===== src/rtl/teaq_ram.sv =====
// generic single-port-write, registered-read memory
module teaq_ram #(
    parameter int WIDTH = 8,
    parameter int DEPTH = 16
) (
    input  logic                                  aclk,
    input  logic                                  wr_en,
    input  logic [(DEPTH > 1 ? $clog2(DEPTH) : 1)-1:0] wr_addr,
    input  logic [WIDTH-1:0]                      wr_data,
    input  logic                                  rd_en,
    input  logic [(DEPTH > 1 ? $clog2(DEPTH) : 1)-1:0] rd_addr,
    output logic [WIDTH-1:0]                      rd_data
);

    logic [WIDTH-1:0] mem [DEPTH];
    logic [WIDTH-1:0] rd_data_reg;

    always_ff @(posedge aclk) begin
        if (wr_en) begin
            mem[wr_addr] <= wr_data;
        end
        if (rd_en) begin
            rd_data_reg <= mem[rd_addr];
        end
    end

    assign rd_data = rd_data_reg;

endmodule


===== config.mk =====
export PLATFORM = sky130hd
export DESIGN_NAME = teaq_ram
export DESIGN_NICKNAME = d
export VERILOG_FILES = /design/src/rtl/teaq_ram.sv
export SDC_FILE = /design/constraint.sdc
export NUM_CORES = 1
export LEC_CHECK = 0
export BUFFER_PORTS_ARGS = -buffer_cell sky130_fd_sc_hd__buf_4
export CORE_ASPECT_RATIO = 0.7
export CORE_MARGIN = 5
export CORE_UTILIZATION = 40
export DETAILED_ROUTE_END_ITERATION = 12
export PLACE_DENSITY = 0.54
export SLEW_MARGIN = 20
export SYNTH_ARGS = -nofsm -noshare
export SYNTH_HDL_FRONTEND = slang
export SYNTH_SLANG_ARGS = --single-unit

===== constraint.sdc =====
create_clock -name aclk -period 2.5 [get_ports aclk]
set_input_delay 0.25 -clock aclk [delete_from_list [all_inputs] [get_ports aclk]]
set_output_delay 0.25 -clock aclk [all_outputs]
set_load 0.1 [all_outputs]

After elaboration in Yosys (flattened, before gate mapping)

Memories as Yosys holds them, arrays and structs flattened. A register that Yosys moved wholly into a read port is not among the register bits.
Cells that the tools add are included.

Mux-type cells: 2

Operators by type and width:

| cell              | number |
|---|---|
| 1-bit two-way mux | 2 |

Bits in writable memories: 128
Output and inout bits: 8
Bits of input ports: 19
Memories kept: 1
Word-level logic and storage cells: 3
Register bits: 0

Memories:

| memory | words | width | read ports | clocked after memory_dff | wr ports | RTL line | source |
|---|---|---|---|---|---|---|---|
| mem    | 16    | 8     | 1          | 1                        | 1        | 15       | `logic [WIDTH-1:0] mem [DEPTH];` |

Longest topological paths before layout

Gate-level depths: netlist (run 1).

Depth after elaboration: 2
Gate-level depth with buffers: 5
Gate-level depth less buffers: 3

Least setup slack after synthesis (run 1)

Ideal clock, no wire load.

Kind: input -> register
Start: in wr_addr[2] in the netlist's numbering
End: mem mem[0][0] (enable)
Library setup time: 0.383 ns
Data required time: 2.117 ns
Stages: 2
Data arrival time: 1.360 ns
Path buffers: 0
Slack: 0.757 ns
Cells stage by stage: or3b_2 > nor3_1

RTL lines:

| what            | RTL line | source |
|---|---|---|
| start, declared | 8        | `input logic [(DEPTH > 1 ? $clog2(DEPTH) : 1)-1:0] wr_addr,` |
| end, declared   | 15       |  |

No word-level cell before the write port.

==> flow_summary.yaml, run 1 <==
run_status:
  outcome: "complete, no violations"
clock_tree:
  post_cts_buffers: 0
  root_buffer: "clkbuf_16"
  cts_tree: "yes"
  htreeDepth: 4
  cts_sinks: 136
  clockBufferDepth: 2
  cts_hold_buffers: 0
  cts_buffers: 17
  clkLatencyLatePin_ns: 0.41
  clk_pin_slew_worst_paths_ns: 0.06
  cts_resized: 0
floorplanning:
  num_rows: 35
  fp.dieH_um: 105.6
  die-area_sq_mm: 0.01549
  initial_utilization_pct: 40.33
  ioPinCount: 27
  die_w_um: 146.6
  core_sq_mm: 0.01296
cells_and_area:
  num-fill-cells: 1068
  final_common_cell: "edfxtp_1"
  area_delta_synth_final_pct: 20.13
  nNetsFinal: 302
  largest_reg_flops: 128
  most-common-layout-cells: "136 x edfxtp_1, 44 x buf_4, 18 x mux4_2"
  final_util_pct: 48.45
  antenna_cells: 0
  drive_gt1_share_pct: 32.43
sta:
  max_freq_mhz: 643.7
  slew_headroom_pct: 50.38
  period_share_pct: 62.14
  fin_crit_ns: 1.553
  drv_slew: 0
  tightest_slew_ns: 0.7416
  finClkSkew_ns: 0.008870
  final_hold_viol_count: 0
  rsz0062_at_grt: "false"
  worst_hold_slack_ns: 0.1425
  finalSetupViolations: 0
  fin_setup_tns_ns: 0
routing:
  vias: 2454
  initialDrtViolationCount: 205
  drc: 0
  ant_nets: 0
  vias_per_cell: 5.312
  first_pass_iters: 4
  routedWlPerCell_um: 22.23
  wl_mm: 10.27
pwr:
  p_leak_nw: 2.116
  p_clk_share_pct: 45.1
  power.internal_w: 0.004150
  power_w: 0.005306
  sw_frac_of_total_pct: 21.78
  seq_power_share_pct: 48.6
  ir_drop_mv: 0.4821
  powerDensity_mw_per_mm2: 845.0
  p_sw_w: 0.001156
  p_comb_share_pct: 6.2
setup_path:
  critPathKind: "register to register"
  start_kind: "register"
  cp.arrival_ns: 1.67
  critPathRequiredTime_ns: 2.62
  endpoint_kind: "register"
  rr_endpoint: "rd_data[7]"
  reg2regPathDepth: 3
  crit-reg2reg-launch: "mem[11][7]"
  worst-path-max-fanout: 1
  regToRegSetupSlack_ns: 0.95
placement:
  gp_congestion: 0.7091
  post-dp-hpwl_mm: 6.518
  port_buffers: 26
synthesis:
  syn-instance-count: 229
  ys_types: 18
  ys_warn_count: 0
  ys_seq_elements: 136
  syn_avg_cell_area_sq_um: 22.83
  syn_area_sq_mm: 0.005228
  syn_nets: 248
  yosysSeqAreaShare_pct: 78.12
hold_path:
  holdCritStartpoint: "rd_en"
  worstHoldEndpoint: "rd_data[2]"
  whs_path_depth: 1
  hold_path_class: "input port to register"
global_route:
  grt.total_usage_pct: 14.34
  grt_max_degree: 33
  grt_pass1_vias: 2585
  grt_pass1_wl_mm: 15.69
  grt_overflow: 0
  antenna_found_initial: 0
job:
  cap_viol_max_count: 0
==> how the worst max path moves through the flow <==
stage / cells past startpoint / slack (ns) / end / start
floorplan: 2 / 0.76 / mem[0][0] / wr_addr[2]
global placement: 5 / 0.52 / rd_data[2] / rd_addr[0]
detailed placement: 5 / 0.49 / rd_data[2] / rd_addr[0]
CTS: 5 / 0.93 / rd_data[2] / rd_addr[0]
global route: 5 / 0.88 / rd_data[3] / rd_addr[0]
finish: 3 / 0.95 / rd_data[7] / mem[11][7]
==> power by group through the flow <==
stage               clock [W]  sequential [W]  combinational, W
floorplan                   0         0.00271          0.000130
finish                0.00240         0.00258          0.000330
global route          0.00256         0.00258          0.000353
global placement            0         0.00263          0.000330
CTS                   0.00244         0.00258          0.000335
detailed placement          0         0.00263          0.000335
==> cell type report <==
type | count | area [sq um] | share of cell area [%]
sequential | 136 | 4084 | 65.03
multi-input combinational | 83 | 1057 | 16.84
clock buffer | 17 | 425.4 | 6.774
timing repair buffer | 45 | 350.3 | 5.579
tap | 166 | 207.7 | 3.307
clock inverter | 15 | 155.1 | 2.471
==> metal layers <==
metal / track usage, % / wire, um / vias up
met5: 0 / 0 / -
met4: 4.228 / 40 / 0
met3: 4.899 / 762 / 2
met2: 20.41 / 4573 / 79
met1: 20.92 / 4893 / 1284
li1: - / - / 1089
==> critical path: stages, from the launching register on <==
cell and delay (ns):
edfxtp_1 0.36, mux4_2 0.47, a22oi_1 0.26, nand2_1 0.17
==> stage by stage <==
step	setup slack, ns	cells	instance area (sq um)
floorplan	0.7571	229	5228
global placement	0.5190	430	5699
detailed placement	0.4945	430	5699
CTS	0.9266	462	6280
global route	0.8823	462	6280
finish	0.9466	462	6280
==> cell families (layout without fill, tap and decap cells) <==
family	Yosys count	count (layout)	share of synthesized area (%)
compound gates	16	16	2.298
mux	32	32	14.79
buf+inv	10	77	1.651
simple gates	35	35	3.136
flops	136	136	78.12
==> synthesized netlist by cell type <==
library cell	count	area, sq um
buf_2	3	15.01
nand3_1	1	5.000
nor2_1	13	48.80
and2b_1	1	7.510
nor3_1	4	20.02
mux4_2	18	405.4
or3b_2	1	8.760
buf_6	3	33.78
clkdlybuf4s25_2	3	30.03
nand2_1	9	33.78
nand3b_1	2	15.01
and2_1	1	6.260
buf_4	1	7.510
nand2b_1	2	12.51
nor2b_1	1	6.260
edfxtp_1	136	4084
a22oi_1	16	120.1
mux4_1	14	367.9
(Power assumes the default switching activity.)
==> inputs of run 2 (changes only) <==
--- a/config.mk
+++ b/config.mk
@@ -10,7 +10,7 @@
 export CORE_MARGIN = 5
 export CORE_UTILIZATION = 40
 export DETAILED_ROUTE_END_ITERATION = 12
-export PLACE_DENSITY = 0.54
+export PLACE_DENSITY = 0.56
 export SLEW_MARGIN = 20
 export SYNTH_ARGS = -nofsm -noshare
 export SYNTH_HDL_FRONTEND = slang
==> constraint.sdc (replaced) <==
create_clock -name aclk -period 1.4 [get_ports aclk]
set_input_delay 0.14 -clock aclk [delete_from_list [all_inputs] [get_ports aclk]]
set_output_delay 0.14 -clock aclk [all_outputs]
set_load 0.1 [all_outputs]
==> flow_summary.yaml, run 2 (synthesis results as in run 1) <==
routing:
  initialDrtViolationCount: 211
  wl_mm: 10.89
  routedWlPerCell_um: 23.12
  drc: 0
  first_pass_iters: 4
  ant_nets: 0
  vias: 2484
  vias_per_cell: 5.274
floorplanning:
  fp.dieH_um: 105.6
  core_sq_mm: 0.01296
  die_w_um: 146.6
  initial_utilization_pct: 40.33
  num_rows: 35
  ioPinCount: 27
  die-area_sq_mm: 0.01549
setup_path:
  slowest_delay_ns: 0.53
  endpoint_kind: "register"
  crit-reg2reg-launch: "mem[15][0]"
  cp.arrival_ns: 1.61
  regToRegSetupSlack_ns: -0.07
  rr_endpoint: "rd_data[0]"
  critPathRequiredTime_ns: 1.55
  crit_chain: "mux4_2, a22oi_2, nand2_2"
  reg2regPathDepth: 3
  worst-path-max-fanout: 1
  critPathKind: "register to register"
  cpMaxStageDelayCell: "mux4_2"
  start_kind: "register"
cells_and_area:
  drive_gt1_share_pct: 38.36
  nNetsFinal: 312
  area_delta_synth_final_pct: 20.99
  antenna_cells: 0
  final_common_cell: "edfxtp_1"
  largest_reg_flops: 128
  finalInstanceArea_sq_mm: 0.006325
  most-common-layout-cells: "136 x edfxtp_1, 53 x buf_4, 26 x mux4_2"
hold_path:
  whs_path_depth: 1
  holdCritStartpoint: "wr_data[5]"
  hold_path_class: "input port to register"
  worstHoldEndpoint: "mem[14][5]"
clock_tree:
  clockBufferDepth: 2
  clk_pin_slew_worst_paths_ns: 0.06
  cts_tree: "yes"
  root_buffer: "clkbuf_16"
  post_cts_buffers: 0
  htreeDepth: 4
  cts_sinks: 136
  cts_buffers: 17
  clkLatencyLatePin_ns: 0.41
sta:
  finalSetupViolations: 3
  fin_crit_ns: 1.467
  finClkSkew_ns: 0.008451
  drv_slew: 0
  final_hold_viol_count: 0
  layout_setup_ws_ns: -0.06734
  tightest_slew_ns: 0.9808
  max_freq_mhz: 681.5
  rsz0062_at_grt: "true"
  slew_headroom_pct: 34.48
  period_share_pct: 104.8
global_route:
  grt_pass1_vias: 2661
  grt_overflow: 0
  grt_pass1_wl_mm: 16.47
  grt.total_usage_pct: 15.00
  grt_max_degree: 17
  antenna_found_initial: 0
run_status:
  outcome: "finished, violations left"
  violations: "setup timing"
pwr:
  p_leak_nw: 2.108
  powerDensity_mw_per_mm2: 1451
  power_w: 0.009180
  ir_drop_mv: 0.7262
placement:
  place_area_sq_mm: 0.005792
  port_buffers: 26
  gp_congestion: 0.7264
  post-dp-hpwl_mm: 7.321
job:
  cap_viol_max_count: 0
[run 2: changes by cell type in the layout (fill, tap and decap cells not counted), sizes merged]
cell | previous run | this run
buf | 45 | 55
bufinv | 2 | 1
clkbuf | 17 | 20
clkinv | 9 | 7
inv | 1 | 0
[run 2: critical path: cells and delay by family (launching register included)]
kind             cells  cell delay [ns]
multiplexers         1             0.53
AO/OA/AOI/OAI        1             0.20
AND/OR/NAND/NOR      1             0.11
flip-flops           1             0.36
[run 2: worst max path at each step]
stage | start | endpoint | cells past startpoint | slack (ns)
after floorplan | rd_addr[0] | rd_data[1] | 5 | -0.02
after global placement | rd_addr[0] | rd_data[0] | 5 | -0.26
after detailed placement | rd_addr[0] | rd_data[0] | 5 | -0.26
after CTS | mem[15][0] | rd_data[0] | 3 | -0.04
after global routing | mem[15][0] | rd_data[0] | 3 | -0.09
final | mem[15][0] | rd_data[0] | 3 | -0.07
[run 2: stage by stage]
stage / setup slack [ns] / utilization, % / std cells / setup TNS (ns) / hold WS [ns]
6_report: -0.06734 / 48.79 / 471 / -0.08564 / 0.04393
3_5_place_dp: -0.2639 / 44.68 / 440 / -2.231 / 0.4659
2_1_floorplan: -0.01596 / - / 229 / -0.2364 / 0.2389
4_1_cts: -0.04323 / 48.83 / 471 / -0.1072 / 0.03021
3_3_place_gp: -0.2600 / 44.68 / 440 / -1.861 / 0.4567
5_1_grt: -0.09411 / 48.79 / 471 / -0.3933 / 0.03680
[run 2: where the power goes]
group / switching, W / internal (W) / total [W] / leakage, nW
sequential: 0.0000270 / 0.00459 / 0.00462 / 1.24
combinational: 0.000404 / 0.000234 / 0.000638 / 0.624
clock: 0.00153 / 0.00239 / 0.00393 / 0.248
total: 0.00196 / 0.00722 / 0.00918 / 2.11
[run 2: repair_timing]
action / 4_1_cts / 5_1_grt
pin swaps: 5 / 1
gates resized for setup: 11 / 6
endpoints found under the setup margin: 8 / 8
hold buffers: 0 / 0
[run 2: layout make-up]
class	instances	area, sq um
fillers	1062	6638
flip-flops and latches	136	4084
multi-input cells	83	1075
repair buffers	55	437.9
clock buffers	20	436.7
well taps	166	207.7
clock inverters	11	83.83
[run 2: layer usage]
layer | routed length (um) | vias to the layer above | GRT usage [%]
li1 | - | 1099 | -
met1 | 5072 | 1292 | 22.72
met2 | 4871 | 91 | 20.54
met3 | 920 | 2 | 4.684
met4 | 24 | 0 | 4.832
met5 | 0 | - | 0
==> inputs of run 3 (changes only) <==
--- a/config.mk
+++ b/config.mk
@@ -7,7 +7,6 @@
 export LEC_CHECK = 0
 export BUFFER_PORTS_ARGS = -buffer_cell sky130_fd_sc_hd__buf_4
 export CORE_ASPECT_RATIO = 0.7
-export CORE_MARGIN = 5
 export CORE_UTILIZATION = 40
 export DETAILED_ROUTE_END_ITERATION = 12
 export PLACE_DENSITY = 0.56
==> flow_summary.yaml, run 3 (synthesis results as in run 1) <==
floorplanning:
  fp.dieH_um: 97.65
  initial_utilization_pct: 41.51
  die_w_um: 138.6
  ioPinCount: 27
  die-area_sq_mm: 0.01354
  num_rows: 34
  core_sq_mm: 0.01259
setup_path:
  crit_chain: "mux4_1, a22oi_2, nand2_1"
  cpMaxStageDelayCell: "mux4_1"
  worst_path_dominant_cell_family: "multiplexers"
  start_kind: "register"
  worst-path-max-fanout: 1
  critPathKind: "register to register"
  cp.arrival_ns: 1.54
  path_buf_inv: 0
  critPathRequiredTime_ns: 1.55
  regToRegSetupSlack_ns: 0.009
  endpoint_kind: "register"
  slowest_delay_ns: 0.52
job:
  cap_viol_max_count: 0
pwr:
  p_sw_w: 0.002008
  sw_frac_of_total_pct: 21.30
  ir_drop_mv: 0.8148
  p_clk_share_pct: 44.3
  power.internal_w: 0.007422
  p_leak_nw: 2.127
  seq_power_share_pct: 49.0
  p_comb_share_pct: 6.7
  powerDensity_mw_per_mm2: 1478
global_route:
  grt_pass1_vias: 2543
  grt.total_usage_pct: 16.74
  grt_max_degree: 17
  antenna_found_initial: 0
  grt_pass1_wl_mm: 15.63
  grt_overflow: 0
clock_tree:
  cts_hold_buffers: 0
  root_buffer: "clkbuf_16"
  cts_buffers: 17
  htreeDepth: 4
  clockBufferDepth: 2
  clk_pin_slew_worst_paths_ns: 0.06
  cts_sinks: 136
  cts_tree: "yes"
  clkLatencyLatePin_ns: 0.41
routing:
  vias_per_cell: 5.329
  wl_mm: 10.20
  drc: 6
  vias: 2494
  ant_nets: 0
  initialDrtViolationCount: 213
  routedWlPerCell_um: 21.79
  first_pass_iters: 9
sta:
  fin_crit_ns: 1.391
  final_hold_viol_count: 0
  slew_headroom_pct: 39.93
  drv_slew: 0
  fin_setup_tns_ns: 0
  period_share_pct: 99.39
  finalSetupViolations: 0
  tightest_slew_ns: 0.8978
  finClkSkew_ns: 0.01459
  rsz0062_at_grt: "true"
  max_freq_mhz: 718.7
cells_and_area:
  most-common-layout-cells: "136 x edfxtp_1, 53 x buf_4, 29 x mux4_2"
  nNetsFinal: 313
  final_common_cell: "edfxtp_1"
  antenna_cells: 0
  num-fill-cells: 1000
  multi_input_area_sq_mm: 0.001076
  register_area_sq_mm: 0.004084
  final_cell_count_no_fill: 468
  area_delta_synth_final_pct: 22.09
  largest_reg_flops: 128
  drive_gt1_share_pct: 41.83
  finalInstanceArea_sq_mm: 0.006382
run_status:
  violations: "DRC"
  outcome: "finished, violations left"
placement:
  place_area_sq_mm: 0.005807
  post-dp-hpwl_mm: 6.800
  numPlacedInstances: 437
  gp_congestion: 0.7131
  port_buffers: 26
hold_path:
  hold_path_class: "input port to register"
[run 3: cell count changes in the layout (fill, tap and decap cells not counted), sizes merged]
cell and change:
clkinvlp +1, clkbuf -2, bufinv +1, buf +1
[run 3: final timing paths]
path / startpoint / endpoint / cells after the start
setup / recovery: mem[1][5] / rd_data[5] / 3
hold / removal: wr_data[5] / mem[9][5] / 1
setup reg to reg: mem[1][5] / rd_data[5] / 3
hold reg to reg: mem[14][0] / rd_data[0] / 3
[run 3: repair_timing]
action,in CTS,in global routing
setup endpoints to repair,6,8
pin swaps,3,4
resized for setup,11,11
gates cloned,0,0
buffers inserted,0,0
[run 3: power groups by stage]
stage / combinational, W / clock (W) / sequential [W]
floorplan: 0.000235 / 0 / 0.00484
global placement: 0.000611 / 0 / 0.00470
detailed placement: 0.000615 / 0 / 0.00470
CTS: 0.000631 / 0.00427 / 0.00462
global route: 0.000678 / 0.00443 / 0.00463
finish: 0.000634 / 0.00418 / 0.00462
[run 3: through the flow]
step	hold WS (ns)	worst slack [ns]	power, W	utilization [%]
after floorplan	0.2389	-0.01596	0.005070	-
after global placement	0.4492	-0.2532	0.005313	46.11
after detailed placement	0.4570	-0.2512	0.005317	46.11
after CTS	0.02245	-0.006404	0.009518	50.74
after global routing	0.03011	-0.04368	0.009739	50.69
final	0.03096	0.008571	0.009431	50.69
[run 3: per-layer routing]
layer  global-route usage (%)  wire length, um  vias up
met5                        0                0        -
met4                    5.641               53        0
met3                    6.111              959        7
met2                    22.30             4408      101
met1                    25.10             4775     1288
li1                         -                -     1098
[run 3: area by class of cell]
type	count	share of cell area [%]
sequential	136	63.99
clock inverter	13	2.078
tap	162	3.176
clock buffer	18	6.724
multi-input combinational	83	16.86
timing repair buffer	56	7.175
[run 3: worst reg2reg max path, stage by stage, from the launching register on]
cell and delay, ns:
edfxtp_1 0.36, mux4_1 0.52, a22oi_2 0.19, nand2_1 0.07
