<file path="src/rtl/teaq_pkg.sv">
// shared types and constants of the timed evidence alarm qualifier
package teaq_pkg;

    // entry levels
    localparam logic [1:0] LVL_NORMAL    = 2'd0;
    localparam logic [1:0] LVL_CANDIDATE = 2'd1;
    localparam logic [1:0] LVL_ALERT     = 2'd2;

    // operations
    localparam logic OP_UPDATE = 1'b0;
    localparam logic OP_CLEAR  = 1'b1;

    // threshold kinds
    localparam logic [1:0] KIND_MULTI_PERSON = 2'd0;
    localparam logic [1:0] KIND_PHONE        = 2'd1;

    // configuration register indexes
    localparam int CFG_INDEX_W = 8;
    localparam logic [CFG_INDEX_W-1:0] CFG_RELEASE_HOLD = 8'd0;
    localparam logic [CFG_INDEX_W-1:0] CFG_MULTI_PERSON = 8'd1;
    localparam logic [CFG_INDEX_W-1:0] CFG_PHONE        = 8'd2;
    localparam logic [CFG_INDEX_W-1:0] CFG_LINGERING    = 8'd3;

    localparam logic [31:0] RELEASE_HOLD_RESET = 32'd2000;
    localparam logic [31:0] MULTI_PERSON_RESET = 32'd3000;
    localparam logic [31:0] PHONE_RESET        = 32'd3000;
    localparam logic [31:0] LINGERING_RESET    = 32'd10000;

    // field widths and stream packing
    localparam int INDEX_W      = 6;
    localparam int INDEX_COUNT  = 64;
    localparam int CFG_DATA_W   = 32;
    localparam int IN_TDATA_W   = 40;
    localparam int IN_TUSER_W   = 3;
    localparam int OUT_TDATA_W  = 40;
    localparam int FIELD_TIME_W = 32;

    // control part of one item, as seen by the update logic
    typedef struct packed {
        logic       op;
        logic [1:0] kind;
        logic       cond;
        logic       obs;
    } teaq_item_t;

endpackage

</file>
<file path="src/rtl/teaq_update.sv">
// per-item update of one evidence entry: accumulation, thresholds and hold
module teaq_update
    import teaq_pkg::*;
#(
    parameter int TIME_BITS = 32
) (
    input  teaq_item_t             item,
    input  logic [TIME_BITS-1:0]   now,
    input  logic [31:0]            release_hold,
    input  logic [31:0]            threshold,
    input  logic [1:0]             cur_level,
    input  logic [TIME_BITS-1:0]   cur_active,
    input  logic [TIME_BITS-1:0]   cur_last_ev,
    input  logic [TIME_BITS-1:0]   cur_last_pos,
    input  logic                   cur_has_last,
    output logic [1:0]             new_level,
    output logic [TIME_BITS-1:0]   new_active,
    output logic [TIME_BITS-1:0]   new_last_ev,
    output logic [TIME_BITS-1:0]   new_last_pos,
    output logic                   new_has_last,
    output logic [1:0]             res_level
);

    localparam int CMP_W = (TIME_BITS > 32) ? TIME_BITS : 32;

    logic [TIME_BITS-1:0] elapsed_ev;
    logic [TIME_BITS-1:0] elapsed_pos;
    logic [TIME_BITS:0]   sum;
    logic [TIME_BITS-1:0] acc;
    logic                 hold_over;
    logic                 reached;

    // time running backwards counts as no time at all
    assign elapsed_ev  = (now >= cur_last_ev)  ? now - cur_last_ev  : '0;
    assign elapsed_pos = (now >= cur_last_pos) ? now - cur_last_pos : '0;

    assign sum = {1'b0, cur_active} + {1'b0, elapsed_ev};
    assign acc = sum[TIME_BITS] ? '1 : sum[TIME_BITS-1:0];

    assign hold_over = CMP_W'(elapsed_pos) > CMP_W'(release_hold);
    assign reached   = CMP_W'(cur_has_last ? acc : cur_active) >= CMP_W'(threshold);

    always_comb begin
        new_level    = cur_level;
        new_active   = cur_active;
        new_last_ev  = cur_last_ev;
        new_last_pos = cur_last_pos;
        new_has_last = cur_has_last;
        res_level    = cur_level;
        if (item.op == OP_CLEAR) begin
            new_level    = LVL_NORMAL;
            new_active   = '0;
            new_last_ev  = '0;
            new_last_pos = '0;
            new_has_last = 1'b0;
            res_level    = LVL_NORMAL;
        end else if (!item.obs) begin
            new_has_last = 1'b0;
            if (cur_level == LVL_ALERT && hold_over) begin
                new_level  = LVL_NORMAL;
                new_active = '0;
                res_level  = LVL_NORMAL;
            end
        end else if (item.cond) begin
            if (cur_has_last) begin
                new_active = acc;
            end
            new_last_ev  = now;
            new_last_pos = now;
            new_has_last = 1'b1;
            new_level    = reached ? LVL_ALERT : LVL_CANDIDATE;
            res_level    = new_level;
        end else begin
            new_has_last = 1'b0;
            new_active   = '0;
            if (cur_level == LVL_ALERT && !hold_over) begin
                res_level = LVL_ALERT;
            end else begin
                new_level = LVL_NORMAL;
                res_level = LVL_NORMAL;
            end
        end
    end

endmodule

</file>
<file path="config.mk">
export PLATFORM = sky130hd
export DESIGN_NAME = teaq_update
export DESIGN_NICKNAME = d
export VERILOG_FILES = /design/src/rtl/teaq_pkg.sv /design/src/rtl/teaq_update.sv
export SDC_FILE = /design/constraint.sdc
export NUM_CORES = 1
export LEC_CHECK = 0
export BUFFER_PORTS_ARGS = -buffer_cell sky130_fd_sc_hd__buf_2
export CAP_MARGIN = 15
export CORE_ASPECT_RATIO = 1.75
export CORE_UTILIZATION = 49
export DETAILED_ROUTE_END_ITERATION = 8
export GPL_TIMING_DRIVEN = 0
export MAX_ROUTING_LAYER = met4
export PLACE_DENSITY = 0.81
export SYNTH_ARGS = -nofsm -noshare
export SYNTH_HDL_FRONTEND = slang
export SYNTH_SLANG_ARGS = --single-unit
</file>
<file path="constraint.sdc">
create_clock -name vclk -period 11.3
set_input_delay 2.26 -clock vclk [all_inputs]
set_output_delay 2.26 -clock vclk [all_outputs]
set_load 0.005 [all_outputs]
</file>
---- Yosys cells after proc, flatten, opt, wreduce, memory -nomap -nowiden ----
Cells that the tools add are included.
cells by class
  mux-type cells .......................... 27
  eq/ne operators ......................... 1
  reductions and logical operators ........ 3
  magnitude comparators ................... 4
  add/subtract/negate cells ............... 3
operator list
  operator              number
  $mux W32              14
  $ge A32 B32 Y1        3
  $sub A32 B32 Y32      2
  $add A32 B32 Y33      1
  $gt A32 B32 Y1        1
  $mux W2               10
  $mux W1               3
  $eq A2 B2 Y1 const B  1
  $logic_and A1 B1 Y1   2
  $logic_not A1 Y1      1
word-level totals
  input port bits ......................... 200
  register bits ........................... 0
  output and inout port bits .............. 101
  word-level logic and storage cells ...... 38

---- Longest topological paths before layout ----
Gate-level depths: netlist of the first run.
  depth after elaboration ................. 10
  depth in mapped cells ................... 36
  gate-level depth less buffers ........... 34

---- Least setup slack after synthesis of the first run ----
Ideal clock, no wire load.
  path type ............................... input-to-output
  start ................................... in now[0]
  end ..................................... out new_level[1]
  path buffers ............................ 2
  arrival time ............................ 9.264 ns
  setup slack ............................. -0.224 ns
  stages on the path ...................... 35
  required time ........................... 9.040 ns
  cell sequence ........................... inv_1 ha_1 inv_1 fa_1 a21oi_1 o21bai_1 a2111oi_0 o31ai_1 a21o_1 a211oi_1 o211ai_1 a31oi_1 buf_2 nor2_1 ha_1 fa_1 a211oi_2 o21ai_2 o221a_1 or4b_4 a21oi_4 a211oi_2 o22a_4 buf_6 o22ai_1 ha_1 nand2b_1 a21o_1 a21o_1 a21o_1 a21o_1 a211o_1 a31oi_1 o21ai_0 a32o_1
on the way
  longest elaborated chain between the ends .. 10
  elaborated cells on any way between the ends .. 20
  classes of those cells .................. add/sub: 3; order compare: 4; mux: 10; reduce/logical: 3
ends and longest elaborated chain
  element                                             line               RTL
  start, declared                                     teaq_update.sv:8   input logic [TIME_BITS-1:0] now,
  $sub A32 B32 Y32 or $ge A32 B32 Y1 (tied branches)  teaq_update.sv:34  assign elapsed_ev = (now >= cur_last_ev) ? now - cur_last_ev : '0;
  $mux W32                                            teaq_update.sv:34
  $add A32 B32 Y33                                    teaq_update.sv:37  assign sum = {1'b0, cur_active} + {1'b0, elapsed_ev};
  $mux W32                                            teaq_update.sv:38  assign acc = sum[TIME_BITS] ? '1 : sum[TIME_BITS-1:0];
  $mux W32                                            teaq_update.sv:41  assign reached = CMP_W'(cur_has_last ? acc : cur_active) >= CMP_W'(threshold);
  $ge A32 B32 Y1                                      teaq_update.sv:41
  $mux W2                                             teaq_update.sv:71  new_level = reached ? LVL_ALERT : LVL_CANDIDATE;
  $mux W2                                             teaq_update.sv:64  end else if (item.cond) begin
  $mux W2 (*)                                         teaq_update.sv:57  end else if (!item.obs) begin
  $mux W2 (*)                                         teaq_update.sv:50  if (item.op == OP_CLEAR) begin
  end, declared                                       teaq_update.sv:16  output logic [1:0] new_level,
Every way passes the cells marked *; elsewhere a longest branch is shown, timed or not.

---- Final worst setup path of the first run ----
  start ................................... in now[0]
  end ..................................... out res_level[1]
on the way
  longest elaborated chain between the ends .. 10
  elaborated cells on any way between the ends .. 20
  classes of those cells .................. add/sub: 3; order compare: 4; mux: 10; reduce/logical: 3
ends and longest elaborated chain
  element                                             line               RTL
  $sub A32 B32 Y32 or $ge A32 B32 Y1 (tied branches)  teaq_update.sv:34
  $mux W32                                            teaq_update.sv:34
  $add A32 B32 Y33                                    teaq_update.sv:37
  $mux W32                                            teaq_update.sv:38
  $mux W32                                            teaq_update.sv:41
  $ge A32 B32 Y1                                      teaq_update.sv:41
  $mux W2                                             teaq_update.sv:71
  $mux W2                                             teaq_update.sv:64
  $mux W2 (*)                                         teaq_update.sv:57
  $mux W2 (*)                                         teaq_update.sv:50
  end, declared                                       teaq_update.sv:21  output logic [1:0] res_level
Marked as above.

==> reports/results.ini, run 1 <==
[power_and_ir_drop]
powerDensity_nw_per_um2=70.61
p_int_uw=336.5
pwr-share-comb=1.000
power.share.clock=0
swShare=0.5704
max-vdd-ir-drop_mv=0.02751
seq_power_share=0
power.switching_uw=446.8
p_leak_uw=0.006165

[place]
place_congestion=1.007
dp.final_hpwl_um=28760
place_inst=1920
port_buffers=299

[drt]
ant_nets=0
drtIter0Drc=504
dr.pass1.iters=7
wl_per_cell_um=17.53
drc=0
num_vias=11481
routed_wl_um=34190
via_per_inst=5.885

[global_route]
overflow=0
grt_start_max_net_pins=11
grt_pass1_vias=11185
track_usage=0.3587
grt_pass1_wl_um=53570
antenna_found_initial=2

[sta]
worst_pin_slew_ns=0.8991
timing.final.crit_period_ns=11.47
rsz0062_at_grt=true
worst_slack_ns=-0.1710
fmax_mhz=87.18
finalHoldViolCount=0
finalCritPeriodShare=1.015
slew_violations=0
slew_headroom=0.4006
setup_viol=4

[die]
die_height_um=179.7
floorplan.rows=64
die_x_um=103.6
die_area_um2=18610
core_area_um2=17540
start_util=0.5044
io_pins=301

[setup_path]
path_common_cell=a21o_1
worstSetupStartpointType=primary input
critical_path_arrival_ns=9.21
cp-end-kind=output pin
slowest_stage=or4b_4
critPathMaxFanout=5
worstSetupPathType=primary input to output pin
critPathMaxStageDelay_ns=0.58
crit_required_ns=9.04

[layout]
layout.area.seq_um2=0
final_cells=1951
multiInputGateArea_um2=8174
areaGrowthSynthToFinish_pct=25.42
nets=2083
clkbuf_count=0
final_cell_mix=buf_2, a21oi_1, nand2_1
final_common_cell=buf_2
post-route-util=0.6326
seq_cells=0
fillers=1784
drive_gt1_frac=0.2253

[run_status]
outcome=finished with violations
failed_checks=negative setup slack

[synthesis]
syn_area_um2=8845
synth.avg_cell_area_um2=6.363
yosysSeqAreaShare=0
synth_fp_nets=1753
ys_types=74
yosysWarnings=0
syn_inst=1390

[job]
cap_violations=0

[clock_network]
cts_hold_buf=0

[hold_path]
hold_path_class=primary input to output pin

[critical path: cells and delay by family]
| family | cells | cell delay, ns |
|---|---|---|
| AO/OA/AOI/OAI | 23 | 4.35 |
| adder cells (fa/ha/maj) | 5 | 1.23 |
| buffers and inverters | 6 | 0.59 |
| AND/OR/NAND/NOR | 3 | 0.75 |
[metal layers]
metal | up-vias | global-route usage | share of wire
met5 | - | - | 0
met4 | 0 | 0.2064 | 0.059
met3 | 131 | 0.02828 | 0.048
met2 | 466 | 0.6741 | 0.52
met1 | 5232 | 0.3584 | 0.37
li1 | 5652 | - | -
[logic make-up after synthesis]
group,after synthesis,share of synthesized area
compound gates,488,0.3624
buf+inv,222,0.09704
xor+xnor,72,0.07130
mux,4,0.004527
simple gates,441,0.2316
fa+ha+maj,163,0.2331
[power groups by stage]
stage	Combinational, uW	Sequential, uW	Clock (uW)
after floorplan	510	0	0
after global placement	708	0	0
after detailed placement	719	0	0
after CTS	756	0	0
after global routing	860	0	0.0000237
final	783	0	0.0000237
[Yosys cell counts (all sizes together) (12+ instances only)]
cell type  number  share of area
a211oi         12          0.011
a21o           63          0.053
a21oi         189           0.11
a22o           18          0.018
a31oi          15          0.011
and3           15          0.011
buf            13         0.0083
clkbuf         44          0.019
ha            160           0.23
inv           165          0.070
nand2         164          0.070
nand2b         12         0.0085
nand3          15         0.0085
nand4          32          0.023
nor2          120          0.051
nor2b          18          0.013
nor3           21          0.012
o21a           13          0.011
o21ai          61          0.035
o21bai         16          0.014
o22a           20          0.021
xnor2          47          0.047
xor2           25          0.025
[path summary, 6_finish.rpt]
check,from,endpoint,cells past startpoint
worst max-delay path,now[0],res_level[1],37
worst min-delay path,cur_level[0],res_level[0],4
[what timing repair did]
action,CTS,global route
endpoints found under the setup margin,4,4
pin swaps,32,32
resized for setup,34,13
setup buffers,20,10
[metrics by stage]
| stage | worst slack, ns | hold WS, ns | total power [uW] | setup TNS, ns | cell area [um2] |
|---|---|---|---|---|---|
| floorplan | 0.03953 | 4.609 | 510.5 | 0 | 8865 |
| global placement | -1.573 | 4.813 | 708.4 | -5.894 | 10650 |
| detailed placement | -1.575 | 4.822 | 719.1 | -5.925 | 10650 |
| CTS | -0.3430 | 4.822 | 756.2 | -1.082 | 10970 |
| global route | -0.3765 | 4.851 | 860.0 | -1.289 | 11090 |
| finish | -0.1710 | 4.826 | 783.2 | -0.4563 | 11090 |
[cell type report]
type                       instances  area share
multi-input combinational       1168      0.7369
timing repair buffer             329      0.1564
inverter                         165     0.05628
tap                              231     0.02605
buffer                            56     0.02391
antenna                            2   0.0004512
No activity file was read; power rests on OpenSTA's default activity.
==> inputs of run 2 (changes only) <==
==> constraint.sdc (replaced) <==
create_clock -name vclk -period 11.3
set_input_delay 0.565 -clock vclk [all_inputs]
set_output_delay 0.565 -clock vclk [all_outputs]
set_load 0.005 [all_outputs]
==> reports/results.ini, run 2 (synthesized netlist as in run 1, its figures left out) <==
[clock_network]
cts_setup_buffers=0  ; -100%
cts_hold_buf=0  ; unchanged
post_cts_resized=0  ; -100%

[die]
floorplan.rows=64  ; unchanged
io_pins=301  ; unchanged
start_util=0.5044  ; unchanged
die_area_um2=18610  ; unchanged
die_height_um=179.7  ; unchanged
die_x_um=103.6  ; unchanged
core_area_um2=17540  ; unchanged

[power_and_ir_drop]
p_total_uw=733.6  ; -6.3%
p_int_uw=307.0  ; -8.8%
p_leak_uw=0.005983  ; -3.0%
pwr-share-comb=1.000  ; about the same
powerDensity_nw_per_um2=68.96  ; -2.3%
max-vdd-ir-drop_mv=0.02823  ; +2.6%
power.share.clock=0  ; unchanged
power.switching_uw=426.6  ; -4.5%
seq_power_share=0  ; unchanged
swShare=0.5815  ; +0.01110

[sta]
worst_pin_slew_ns=0.8087  ; -0.09037 ns
slew_violations=0  ; unchanged
fmax_mhz=99.52  ; +14%
finalCritPeriodShare=0.8892  ; -0.1259
timing.final.crit_period_ns=10.05  ; -1.423 ns
finalHoldViolCount=0  ; unchanged
worst_slack_ns=1.252  ; +1.423 ns
setup_viol=0  ; -4
slew_headroom=0.4609  ; +0.06025
rsz0062_at_grt=false
totalNegativeSetupSlack_ns=0  ; +0.4563 ns

[global_route]
grt_pass1_wl_um=52120  ; -2.7%
track_usage=0.3478  ; -0.01089
antenna_found_initial=3  ; +1
grt_start_max_net_pins=11  ; unchanged
overflow=0  ; unchanged
grt_pass1_vias=10930  ; -2.3%

[layout]
fillers=1776  ; -0.45%
seq_cells=0  ; unchanged
nets=2054  ; -1.4%
areaGrowthSynthToFinish_pct=20.27
clkbuf_count=0  ; unchanged
drive_gt1_frac=0.1972  ; -0.02810
design_area_um2=10640  ; -4.1%
final_cell_mix=buf_2, a21oi_1, inv_1
layout.area.seq_um2=0  ; unchanged
final_common_cell=buf_2

[drt]
wl_per_cell_um=17.21  ; -1.8%
via_per_inst=5.836  ; -0.83%
drc=0  ; unchanged
m1WireLength_um=12370  ; -2.7%
routed_wl_um=33090  ; -3.2%
dr_wl_met2_um=17390  ; -2.4%
top_layer_used=met4
dr.pass1.iters=5  ; -2
num_vias=11222  ; -2.3%
drtIter0Drc=619  ; +23%
ant_nets=0  ; unchanged
met3_length_um=1423  ; -14%

[place]
dp_slack_ns=1.360  ; +2.935 ns
postPlaceCellArea_um2=10630  ; -0.19%
port_buffers=299  ; unchanged
place_congestion=1.056  ; +4.9%
dp.final_hpwl_um=28880  ; +0.40%

[setup_path]
cp-end-kind=output pin
worstSetupStartpointType=primary input
crit_required_ns=10.74  ; +1.70 ns
slowest_stage=a2111oi_0
worstSetupPathType=primary input to output pin
critPathMaxStageDelay_ns=0.61  ; +0.03 ns
path_common_cell=a21o_1
critPathMaxFanout=10  ; +5
critical_path_arrival_ns=9.48  ; +0.27 ns

[job]
cap_violations=0  ; unchanged

[hold_path]
hold_path_class=primary input to output pin

[run_status]
outcome=complete, no violations

## run 2: cell types whose count changed in the layout (fill, tap and decap cells not counted), sizes merged
| cell | change |
|---|---|
| diode | +1 |
| clkbuf | +1 |
| buf | -30 |
## run 2: area by class of cell
class / count / area (um2) / area share
Multi-Input combinational cell: 1168 / 7986 / 0.7508
Timing Repair Buffer: 299 / 1496 / 0.1407
Inverter: 165 / 619.3 / 0.05822
Tap cell: 231 / 289.0 / 0.02717
Buffer: 57 / 239.0 / 0.02247
Antenna cell: 3 / 7.507 / 0.0007057
## run 2: power groups by stage
| stage | Clock, uW | Combinational [uW] | Sequential [uW] |
|---|---|---|---|
| floorplan | 0 | 509 | 0 |
| CTS | 0 | 724 | 0 |
| detailed placement | 0 | 719 | 0 |
| global route | 0.0000355 | 809 | 0 |
| global placement | 0 | 709 | 0 |
| finish | 0.0000356 | 734 | 0 |
## run 2: routing by layer
metal,vias up,track usage
li1,5583,-
met5,-,-
met2,475,0.6677
met3,115,0.01487
met4,0,0.1814
met1,5049,0.3507
## run 2: through the flow
stage / hold WS [ns] / cells / util
2_1_floorplan: 1.219 / 1390 / -
3_3_place_gp: 1.437 / 1920 / 0.6062
3_5_place_dp: 1.443 / 1920 / 0.6062
4_1_cts: 1.444 / 1920 / 0.6062
5_1_grt: 1.462 / 1923 / 0.6066
6_report: 1.442 / 1923 / 0.6066
## run 2: worst paths after layout
check | from | end | slack [ns] | cells past startpoint
worst max-delay path | now[0] | res_level[1] | 1.25 | 37
worst min-delay path | cur_level[0] | new_level[0] | 1.44 | 4
## run 2: critical path: cells and delay by family
kind	cells	cell delay (ns)
AOI/OAI and AO/OA	23	5.58
buffers and inverters	6	0.91
and+or+nand+nor	3	0.84
adders and majority gates	5	1.59
==> inputs of run 3 (changes only) <==
--- a/config.mk
+++ b/config.mk
@@ -5,7 +5,7 @@
 export SDC_FILE = /design/constraint.sdc
 export NUM_CORES = 1
 export LEC_CHECK = 0
-export BUFFER_PORTS_ARGS = -buffer_cell sky130_fd_sc_hd__buf_2
+export BUFFER_PORTS_ARGS = -buffer_cell sky130_fd_sc_hd__clkbuf_2
 export CAP_MARGIN = 15
 export CORE_ASPECT_RATIO = 1.75
 export CORE_UTILIZATION = 49
==> reports/results.ini, run 3 (synthesized netlist as in run 1, its figures left out) <==
[run_status]
outcome=complete, no violations

[power_and_ir_drop]
max-vdd-ir-drop_mv=0.03028  ; +7.2%
p_leak_uw=0.005979  ; about the same
powerDensity_nw_per_um2=68.66  ; -0.44%
p_total_uw=730.2  ; -0.46%

[layout]
seq_cells=0  ; unchanged
drive_gt1_frac=0.1972  ; unchanged
final_cell_mix=clkbuf_2, a21oi_1, inv_1
design_area_um2=10640  ; about the same
areaGrowthSynthToFinish_pct=20.24  ; about the same
nets=2054  ; unchanged
multiInputGateArea_um2=7986  ; unchanged
final_cells=1922  ; -0.052%
clkbuf_count=0  ; unchanged
fillers=1770  ; -0.34%
final_common_cell=clkbuf_2
layout.area.seq_um2=0  ; unchanged

[die]
die_height_um=179.7  ; unchanged
floorplan.rows=64  ; unchanged
start_util=0.5044  ; unchanged
io_pins=301  ; unchanged
die_area_um2=18610  ; unchanged
die_x_um=103.6  ; unchanged
core_area_um2=17540  ; unchanged

[setup_path]
worstSetupStartpointType=primary input
critPathMaxStageDelay_ns=0.58  ; -0.03 ns
worstSetupPathType=primary input to output pin
path_delay_family=compound AO/OA/AOI/OAI gates
critPathMaxFanout=10  ; unchanged
path_common_cell=a21o_1
slowest_stage=a2111oi_0
cp_num_buf_inv=6  ; unchanged
crit_required_ns=10.74  ; about the same
cp-end-kind=output pin
critical_path_arrival_ns=9.26  ; -0.22 ns

[clock_network]
cts_setup_buffers=0  ; unchanged
cts_hold_buf=0  ; unchanged
post_cts_resized=0  ; unchanged

[drt]
wl_per_cell_um=16.97  ; -1.4%
via_per_inst=5.802  ; -0.58%
dr.pass1.iters=5  ; unchanged
num_vias=11151  ; -0.63%
drtIter0Drc=570  ; -7.9%
drc=0  ; unchanged
ant_nets=0  ; unchanged
routed_wl_um=32620  ; -1.4%

[sta]
fmax_mhz=101.8  ; +2.3%
worst_pin_slew_ns=0.8546  ; +0.04590 ns
totalNegativeSetupSlack_ns=0  ; unchanged
slew_violations=0  ; unchanged
slew_headroom=0.4303  ; -0.03060
finalCritPeriodShare=0.8695  ; -0.01972
worst_slack_ns=1.475  ; +0.2228 ns
rsz0062_at_grt=false
setup_viol=0  ; unchanged
timing.final.crit_period_ns=9.825  ; -0.2228 ns
finalHoldViolCount=0  ; unchanged

[global_route]
grt_start_max_net_pins=11  ; unchanged
grt_pass1_vias=10769  ; -1.5%
antenna_found_initial=2  ; -1
overflow=0  ; unchanged
grt_pass1_wl_um=51990  ; -0.24%
track_usage=0.3469  ; -0.0008888

[place]
port_buffers=299  ; unchanged
postPlaceCellArea_um2=10630  ; unchanged
dp_slack_ns=1.395  ; +0.03515 ns
place_congestion=1.018  ; -3.6%
dp.final_hpwl_um=28650  ; -0.81%
place_inst=1920  ; unchanged

[hold_path]
hold_path_class=primary input to output pin

[job]
cap_violations=0  ; unchanged

## run 3: cell types whose count changed in the layout (fill, tap and decap cells not counted), sizes merged
cell,before,now
buf,312,13
clkbuf,44,343
diode,3,2
## run 3: worst paths after layout
path | startpoint | endpoint | slack [ns] | depth (start not counted)
worst min-delay path | cur_last_pos[11] | new_last_pos[11] | 1.42 | 4
worst max-delay path | now[0] | res_level[1] | 1.47 | 37
## run 3: power by group
group	leakage (uW)	switching, uW	total [uW]	internal, uW
logic	0.00598	424	730	306
clock network	0.0000000127	0	0.0000237	0.0000237
registers	0	0	0	0
## run 3: per-layer routing
| layer | track usage | vias up | share of wire |
|---|---|---|---|
| met5 | - | - | 0 |
| met4 | 0.1797 | 0 | 0.056 |
| met3 | 0.01740 | 102 | 0.042 |
| met2 | 0.6494 | 416 | 0.52 |
| met1 | 0.3623 | 5031 | 0.38 |
| li1 | - | 5602 | - |
## run 3: metrics by stage
stage	hold slack, ns	utilization
2_1_floorplan	1.219	-
3_3_place_gp	1.428	0.6062
3_5_place_dp	1.421	0.6062
4_1_cts	1.423	0.6062
5_1_grt	1.452	0.6065
6_report	1.423	0.6065
## run 3: worst min-delay path: stages
cell and delay, ns:
clkbuf_2 0.09, nand2_1 0.05, a21oi_1 0.05, clkbuf_2 0.10
## run 3: layout make-up
cell class | instances | area share
Antenna cell | 2 | 0.0004706
Inverter | 165 | 0.05824
Buffer | 57 | 0.02247
Tap cell | 231 | 0.02718
Multi-Input combinational cell | 1168 | 0.7509
Timing Repair Buffer | 299 | 0.1407
